`config.mk`:
```
export PLATFORM = sky130hd
export DESIGN_NAME = tristate_remote_code_encoder
export DESIGN_NICKNAME = d
export VERILOG_FILES = /design/src/sv/rce_pkg.sv /design/src/sv/rce_frame_seq.sv /design/src/sv/tristate_remote_code_encoder.sv
export SDC_FILE = /design/constraint.sdc
export NUM_CORES = 1
export LEC_CHECK = 0
export BUFFER_PORTS_ARGS = -buffer_cell sky130_fd_sc_hd__buf_2
export CORE_UTILIZATION = 40
export DETAILED_ROUTE_END_ITERATION = 16
export GPL_ROUTABILITY_DRIVEN = 0
export PLACE_DENSITY = 0.62
export SETUP_SLACK_MARGIN = 0.02
export SLEW_MARGIN = 10
export SYNTH_ARGS = -nofsm -noshare
export SYNTH_HDL_FRONTEND = slang
export SYNTH_HIERARCHICAL = 1
export SYNTH_SLANG_ARGS = --single-unit
```
`constraint.sdc`:
```
create_clock -name i_clk -period 3.8 [get_ports i_clk]
set_clock_uncertainty 0.05 [all_clocks]
set_input_delay 0.95 -clock i_clk [delete_from_list [all_inputs] [get_ports i_clk]]
set_output_delay 0.95 -clock i_clk [all_outputs]
set_load 0.05 [all_outputs]
```
`src/sv/rce_pkg.sv`:
```
// rce_pkg: shared types, codes and constants of the tristate remote code encoder.
// No dependencies; imported by rce_frame_seq, tristate_remote_code_encoder and the verif files.
`timescale 1ns / 1ps

package rce_pkg;

    // Word geometry
    localparam int WORD_BITS = 12;
    localparam int POS_W     = (WORD_BITS > 1) ? $clog2(WORD_BITS) : 1;

    // Field widths
    localparam int REPEATS_W = 4;
    localparam int GAP_W     = 6;
    localparam int SENT_W    = 3;
    localparam int UNIT_W    = 3;
    localparam int CFG_IDX_W = 1;
    localparam int CFG_DATA_W = 6;

    // Words per frame are clamped to this range
    localparam logic [REPEATS_W-1:0] REPEATS_MIN = REPEATS_W'(1);
    localparam logic [REPEATS_W-1:0] REPEATS_MAX = REPEATS_W'(8);

    // Register reset values
    localparam logic [REPEATS_W-1:0] REPEATS_RESET = REPEATS_W'(4);
    localparam logic [GAP_W-1:0]     GAP_RESET     = GAP_W'(31);

    // Register indexes
    localparam logic [CFG_IDX_W-1:0] CFG_WORD_REPEATS   = 1'b0;
    localparam logic [CFG_IDX_W-1:0] CFG_SYNC_GAP_UNITS = 1'b1;

    // Input item kinds
    localparam logic FUNC_TICK  = 1'b0;
    localparam logic FUNC_START = 1'b1;

    // Units inside one bit cell (eight units per bit)
    localparam logic [UNIT_W-1:0] UNIT_FIRST_HIGH  = UNIT_W'(0);
    localparam logic [UNIT_W-1:0] UNIT_SECOND_HIGH = UNIT_W'(4);
    localparam logic [UNIT_W-1:0] UNIT_FLOAT_A     = UNIT_W'(5);
    localparam logic [UNIT_W-1:0] UNIT_FLOAT_B     = UNIT_W'(6);
    localparam logic [UNIT_W-1:0] UNIT_LAST        = UNIT_W'(7);

    typedef struct packed {
        logic [REPEATS_W-1:0] word_repeats;
        logic [GAP_W-1:0]     sync_gap_units;
    } t_cfg;

    typedef struct packed {
        logic                 func;
        logic [WORD_BITS-1:0] data_word;
    } t_item;

    typedef struct packed {
        logic line_level;
        logic busy_res;
        logic frame_done;
    } t_result;

endpackage

```
`src/sv/rce_frame_seq.sv`:
```
// rce_frame_seq: frame sequencer of the tristate remote code encoder.
// Holds the frame state and turns one item into one result. Depends on rce_pkg.
`timescale 1ns / 1ps

module rce_frame_seq import rce_pkg::*; (
    input  logic    i_clk,
    input  logic    i_rst_n,
    input  logic    i_step,
    input  t_item   i_item,
    input  t_cfg    i_cfg,
    output t_result o_result
);

    logic [WORD_BITS-1:0] r_word, n_word;
    logic [SENT_W-1:0]    r_sent, n_sent;
    logic [POS_W-1:0]     r_pos, n_pos;
    logic [UNIT_W-1:0]    r_unit, n_unit;
    logic [GAP_W-1:0]     r_sync, n_sync;
    logic                 r_in_sync, n_in_sync;
    logic                 r_active, n_active;

    logic [REPEATS_W-1:0] eff_repeats;
    logic [POS_W-1:0]     bit_idx;
    logic                 cur_bit;
    logic                 last_word;

    // clamp words per frame to 1..8
    always_comb begin
        if (i_cfg.word_repeats == '0) begin
            eff_repeats = REPEATS_MIN;
        end else if (i_cfg.word_repeats > REPEATS_MAX) begin
            eff_repeats = REPEATS_MAX;
        end else begin
            eff_repeats = i_cfg.word_repeats;
        end
    end

    assign bit_idx   = POS_W'(WORD_BITS - 1) - r_pos;
    assign cur_bit   = r_word[bit_idx];
    assign last_word = (REPEATS_W'(r_sent) + REPEATS_W'(1)) >= eff_repeats;

    always_comb begin
        n_word    = r_word;
        n_sent    = r_sent;
        n_pos     = r_pos;
        n_unit    = r_unit;
        n_sync    = r_sync;
        n_in_sync = r_in_sync;
        n_active  = r_active;
        o_result  = '0;

        if (i_item.func == FUNC_START) begin
            if (!r_active) begin
                n_word    = i_item.data_word;
                n_sent    = '0;
                n_pos     = '0;
                n_unit    = '0;
                n_sync    = '0;
                n_in_sync = 1'b0;
                n_active  = 1'b1;
            end
            o_result.busy_res = 1'b1;
        end else if (r_active) begin
            o_result.busy_res = 1'b1;
            if (!r_in_sync) begin
                o_result.line_level = (r_unit == UNIT_FIRST_HIGH) ||
                                      (r_unit == UNIT_SECOND_HIGH) ||
                                      (!cur_bit && ((r_unit == UNIT_FLOAT_A) ||
                                                    (r_unit == UNIT_FLOAT_B)));
                n_unit = r_unit + UNIT_W'(1);
                if (r_unit == UNIT_LAST) begin
                    if (r_pos == POS_W'(WORD_BITS - 1)) begin
                        n_pos     = '0;
                        n_in_sync = 1'b1;
                        n_sync    = '0;
                    end else begin
                        n_pos = r_pos + POS_W'(1);
                    end
                end
            end else begin
                o_result.line_level = (r_sync == '0);
                if (r_sync >= i_cfg.sync_gap_units) begin
                    n_in_sync = 1'b0;
                    n_sync    = '0;
                    if (last_word) begin
                        n_active            = 1'b0;
                        o_result.frame_done = 1'b1;
                        n_word              = '0;
                        n_sent              = '0;
                    end else begin
                        n_sent = r_sent + SENT_W'(1);
                    end
                end else begin
                    n_sync = r_sync + GAP_W'(1);
                end
            end
        end
    end

    always_ff @(posedge i_clk) begin
        if (!i_rst_n) begin
            r_word    <= '0;
            r_sent    <= '0;
            r_pos     <= '0;
            r_unit    <= '0;
            r_sync    <= '0;
            r_in_sync <= 1'b0;
            r_active  <= 1'b0;
        end else if (i_step) begin
            r_word    <= n_word;
            r_sent    <= n_sent;
            r_pos     <= n_pos;
            r_unit    <= n_unit;
            r_sync    <= n_sync;
            r_in_sync <= n_in_sync;
            r_active  <= n_active;
        end
    end

`ifndef SYNTHESIS
    a_done_ends_frame: assert property (@(posedge i_clk) disable iff (!i_rst_n)
        i_step && o_result.frame_done |=> !r_active)
        else $error("frame still active after its last unit");

    a_idle_tick_quiet: assert property (@(posedge i_clk) disable iff (!i_rst_n)
        !r_active && i_item.func == FUNC_TICK |-> o_result == '0)
        else $error("tick while idle produced a nonzero result");

    a_sync_needs_frame: assert property (@(posedge i_clk) disable iff (!i_rst_n)
        r_in_sync || r_unit != '0 |-> r_active)
        else $error("sync or bit cell progress outside a frame");
`endif

endmodule

```
`src/sv/tristate_remote_code_encoder.sv`:
```
// tristate_remote_code_encoder: top level with input stage, result stage and config.
// Depends on rce_pkg and rce_frame_seq.
`timescale 1ns / 1ps

// Channel   Dir  Handshake                    Payload
// s_axis    in   s_axis_tvalid/s_axis_tready  tdata: data_word; tuser: func
// m_axis    out  m_axis_tvalid/m_axis_tready  tdata: line_level; tuser: busy_res;
//                                             tlast: frame_done
// cfg       in   i_cfg_we (no wait)           i_cfg_idx, i_cfg_data
//
// One item per cycle sustained while m_axis does not stall; each item yields one
// result via the input register, then the result register. The frame sequencer
// updates its state in the same cycle the item moves into the result register.
// Reset is synchronous, active low, and returns the block to idle with the
// default configuration. A stall on m_axis holds both stages; the input register
// still takes a transfer while the result register waits if it is itself free.

module tristate_remote_code_encoder import rce_pkg::*; (
    input  logic                  i_clk,
    input  logic                  i_rst_n,
    // input stream
    input  logic                  s_axis_tvalid,
    output logic                  s_axis_tready,
    input  logic [15:0]           s_axis_tdata,   // [11:0] data_word, [15:12] zero
    input  logic                  s_axis_tuser,   // [0] func
    // result stream
    output logic                  m_axis_tvalid,
    input  logic                  m_axis_tready,
    output logic [7:0]            m_axis_tdata,   // [0] line_level, [7:1] zero
    output logic                  m_axis_tuser,   // [0] busy_res
    output logic                  m_axis_tlast,   // frame_done
    // configuration writes
    input  logic                  i_cfg_we,
    input  logic [CFG_IDX_W-1:0]  i_cfg_idx,
    input  logic [CFG_DATA_W-1:0] i_cfg_data
);

    t_cfg    r_cfg;
    t_item   r_item;
    logic    r_in_valid;
    t_result r_out;
    logic    r_out_valid;

    t_result seq_result;
    logic    advance;

    // move the held item on when the result register is free or being drained
    assign advance       = !r_out_valid || m_axis_tready;
    assign s_axis_tready = !r_in_valid || advance;

    // configuration registers, written directly
    always_ff @(posedge i_clk) begin
        if (!i_rst_n) begin
            r_cfg.word_repeats   <= REPEATS_RESET;
            r_cfg.sync_gap_units <= GAP_RESET;
        end else if (i_cfg_we) begin
            unique case (i_cfg_idx)
                CFG_WORD_REPEATS:   r_cfg.word_repeats   <= i_cfg_data[REPEATS_W-1:0];
                CFG_SYNC_GAP_UNITS: r_cfg.sync_gap_units <= i_cfg_data[GAP_W-1:0];
                default:            r_cfg                <= r_cfg;
            endcase
        end
    end

    // input register: capture on transfer, drop the valid once forwarded
    always_ff @(posedge i_clk) begin
        if (!i_rst_n) begin
            r_in_valid <= 1'b0;
        end else if (s_axis_tready) begin
            r_in_valid <= s_axis_tvalid;
        end
    end

    always_ff @(posedge i_clk) begin
        if (s_axis_tvalid && s_axis_tready) begin
            r_item.func      <= s_axis_tuser;
            r_item.data_word <= s_axis_tdata[WORD_BITS-1:0];
        end
    end

    rce_frame_seq u_seq (
        .i_clk    (i_clk),
        .i_rst_n  (i_rst_n),
        .i_step   (r_in_valid && advance),
        .i_item   (r_item),
        .i_cfg    (r_cfg),
        .o_result (seq_result)
    );

    // result register: load when the held item advances, clear valid on drain
    always_ff @(posedge i_clk) begin
        if (!i_rst_n) begin
            r_out_valid <= 1'b0;
        end else if (advance) begin
            r_out_valid <= r_in_valid;
        end
    end

    always_ff @(posedge i_clk) begin
        if (r_in_valid && advance) begin
            r_out <= seq_result;
        end
    end

    assign m_axis_tvalid = r_out_valid;
    assign m_axis_tdata  = {7'b0, r_out.line_level};
    assign m_axis_tuser  = r_out.busy_res;
    assign m_axis_tlast  = r_out.frame_done;

`ifndef SYNTHESIS
    a_ready_when_empty: assert property (@(posedge i_clk) disable iff (!i_rst_n)
        !r_out_valid |-> s_axis_tready)
        else $error("input stalled while result register is empty");

    a_item_reaches_out: assert property (@(posedge i_clk) disable iff (!i_rst_n)
        r_in_valid && advance |=> m_axis_tvalid)
        else $error("forwarded item did not produce a result");

    a_done_is_busy: assert property (@(posedge i_clk) disable iff (!i_rst_n)
        m_axis_tvalid && m_axis_tlast |-> m_axis_tuser && m_axis_tdata[7:1] == '0)
        else $error("frame end result without busy flag");
`endif

endmodule

```
==> results_dict.tcl <==
set metrics [dict create \
    yosys_warnings 6 \
    final.setup.worst_slack_ps 1360 \
    comb_power_share 0.084 \
    detailroute.via_count 2156 \
    synth.lib_cells_used.distinct 56 \
    fraction_of_layout_instances_using_a_drive_strength_above_1 0.196 \
    swShare 0.238 \
    insertedDiodeCount 0 \
    grt_setup_unrepaired "no" \
    slew_violations 0 \
    synthDominantAreaCellType "sky130_fd_sc_hd__dfxtp_1" \
    pin_count 41 \
    seq_area_frac_synth 0.447 \
    setup_viol_count_final 0 \
    drt.antenna.violating_nets 0 \
    tightestPinTransition_ps 508 \
    clkTransAtPathRegs_ps 70 \
    post_synth.cell_area_avg_um2 10.1 \
    met2_length_um 2400 \
    post_synthesis_cells 292 \
    routedWlPerCell_um 13.0 \
    post_cts.repair.setup_buffers 0 \
    initial_utilization 0.425 \
    yosys.area.top_type_share 0.285 \
    total_routed_wire_length_on_the_met1_layer_um 2850 \
    dieArea_um2 7730 \
    clock_insertion_delay_worst_skew_ps 330 \
    clkSinkCount 58 \
    cts_made_buffers 9 \
    synthMostInstantiatedCell "sky130_fd_sc_hd__dfxtp_1" \
    arrival_time_at_the_worst_endpoint_ps 1440 \
    relative_contribution_of_sequential_cells_to_total_power 0.480 \
    placeable_core_area_um2 6940 \
    hold_viol 0 \
    final.min_clock_period_ps 2440 \
    status "finished, final reports clean" \
    timing_worst_setup_path_type "in2out" \
    crit_fanout 2 \
    finalPower_mw 1.40 \
    die_w_um 87.9 \
    power.static_leakage_nw 1.41 \
    timing.critical_path.required_ps 2800 \
    power.switching_mw 0.332 \
    max_cap_violations 0 \
    ys_seq_elements 58 \
    cts.repair.resized 0 \
    max_freq_ghz 0.410 \
    area_growth_pct 13.0 \
    max_slew_margin 0.661 \
    grt_overflow_total 0 \
    setup-tns-final_ps 0 \
    met3WireLength_um 167 \
    ir_drop_mv 0.200 \
    cts.hold.buffers_added 0 \
    cts.htree.levels 3 \
    vias_in_the_first_global_route 1985 \
    n_fill_cell 659 \
    internal-power_mw 1.06 \
    place_ws_ps 1110 \
    cts_buffer_depth 2 \
    detail_route.iter0.violations 120 \
    ys_flop_type "sky130_fd_sc_hd__dfxtp_1" \
    vias_per_cell 5.10 \
    finish.net_count 372 \
    cts.root.buffer_cell "sky130_fd_sc_hd__clkbuf_8" \
    drt_first_pass_iters 4 \
    synth_top_cells_by_area "sky130_fd_sc_hd__dfxtp_1 (28%), sky130_fd_sc_hd__edfxtp_1 (16%), sky130_fd_sc_hd__ha_1 (8.9%), sky130_fd_sc_hd__a22o_1 (4.4%), sky130_fd_sc_hd__inv_1 (2.8%)" \
    power_density_nw_per_um2 418 \
    top_layer "met4" \
    hold_path_class "reg2reg" \
    detail_route.drc_violations 0 \
    dp.final_hpwl_um 3880 \
    port_buffers 29 \
    grt_usage 0.159 \
    async_sr_flop_fraction 0 \
    rows 30 \
    synth-edff-count 16 \
    grt_pass1_wl_um 9260 \
    clock_network_fraction_of_design_power 0.436 \
    synth_common_cells "sky130_fd_sc_hd__dfxtp_1 (42), sky130_fd_sc_hd__inv_1 (22), sky130_fd_sc_hd__ha_1 (21)" \
    antenna_violations_before_repair 0 \
    die_h_um 87.9 \
    type_of_element_capturing_the_critical_path "primary output" \
    routed_wl_um 5510 \
    mappedNetlistArea_um2 2950 \
    utilization 0.481 \
    post-route-period-util 0.641 \
    tritoncts "yes" \
    critical_path_source_type "input pin" \
    grt_start_max_net_pins 26 \
]
per-layer routing:
layer  global-route usage  vias to the layer above
met3               0.0452                        9
li1                     -                     1105
met5                    0                        -
met1                0.225                     1004
met2                0.221                       38
met4               0.0790                        0
stage by stage:
| step | instances | area, um2 | hold slack [ps] |
|---|---|---|---|
| floorplan | 298 | 2980 | 385 |
| global placement | 407 | 3130 | 395 |
| detailed placement | 407 | 3130 | 402 |
| CTS | 423 | 3340 | 416 |
| global route | 423 | 3340 | 437 |
| finish | 423 | 3340 | 413 |
sequential cells by signal (all words and copies together), names as in the netlist:
name,count
u_seq/r_word,12
u_seq/r_sync,6
u_seq/r_pos,4
m_axis_tlast,1
u_seq/r_in_sync,1
r_in_valid,1
m_axis_tvalid,1
u_seq/r_active,1
m_axis_tdata,1
m_axis_tuser,1
r_item,13
u_seq/r_sent,3
r_cfg,10
u_seq/r_unit,3
path summary, 6_finish.rpt:
| check | slack [ps] | start | cells past startpoint | end |
|---|---|---|---|---|
| setup / recovery | 1360 | m_axis_tready | 3 | s_axis_tready |
| hold / removal | 410 | r_cfg[6] | 2 | r_cfg[6] |
| setup reg to reg | 1580 | u_seq/r_sync[3] | 6 | u_seq/r_word[8] |
| hold reg to reg | 410 | r_cfg[6] | 2 | r_cfg[6] |
power groups by stage:
stage | combinational (mW) | sequential, mW | clock [mW]
after floorplan | 0.0907 | 0.687 | 0
final | 0.117 | 0.670 | 0.609
after global routing | 0.131 | 0.672 | 0.656
after global placement | 0.116 | 0.683 | 0
after CTS | 0.118 | 0.670 | 0.624
after detailed placement | 0.118 | 0.684 | 0
cells in the final DEF (no fill, tap or decap), drive strengths merged, types with 5 or more instances in the layout:
cell type  synthesis  layout
nand3             13      13
edfxtp            16      16
o21ai             15      15
dfxtp             42      42
buf               14      31
and2               5       5
nor2              14      14
conb               1       7
o211ai             7       7
nand2             21      21
nor2b              9       9
mux2i              6       6
a21oi             15      15
a22o              15      15
nand4              5       5
clkbuf             4      10
ha                21      21
inv               23      23
critical path, cell delays in order:
cell	delay (ps)
sky130_fd_sc_hd__buf_2	100
sky130_fd_sc_hd__nand3b_1	160
sky130_fd_sc_hd__buf_2	220
area by class of cell:
cell class,count,area (um2),area share
inverters,23,86.3,0.0259
clock buffers,10,128,0.0382
multi-input cells,199,1440,0.432
repair buffers,31,160,0.0480
flip-flops and latches,58,1320,0.396
well taps,96,120,0.0360
clock inverters,6,82.6,0.0247
cells by family after synthesis:
logic type / synth area share
other: 0.00127
buffers and inverters: 0.0724
AO/OA/AOI/OAI: 0.176
flip-flops: 0.447
multiplexers: 0.0356
adder cells (fa/ha/maj): 0.0889
AND/OR/NAND/NOR: 0.172
XOR/XNOR: 0.00593
Power figures use the tool's default switching activity.
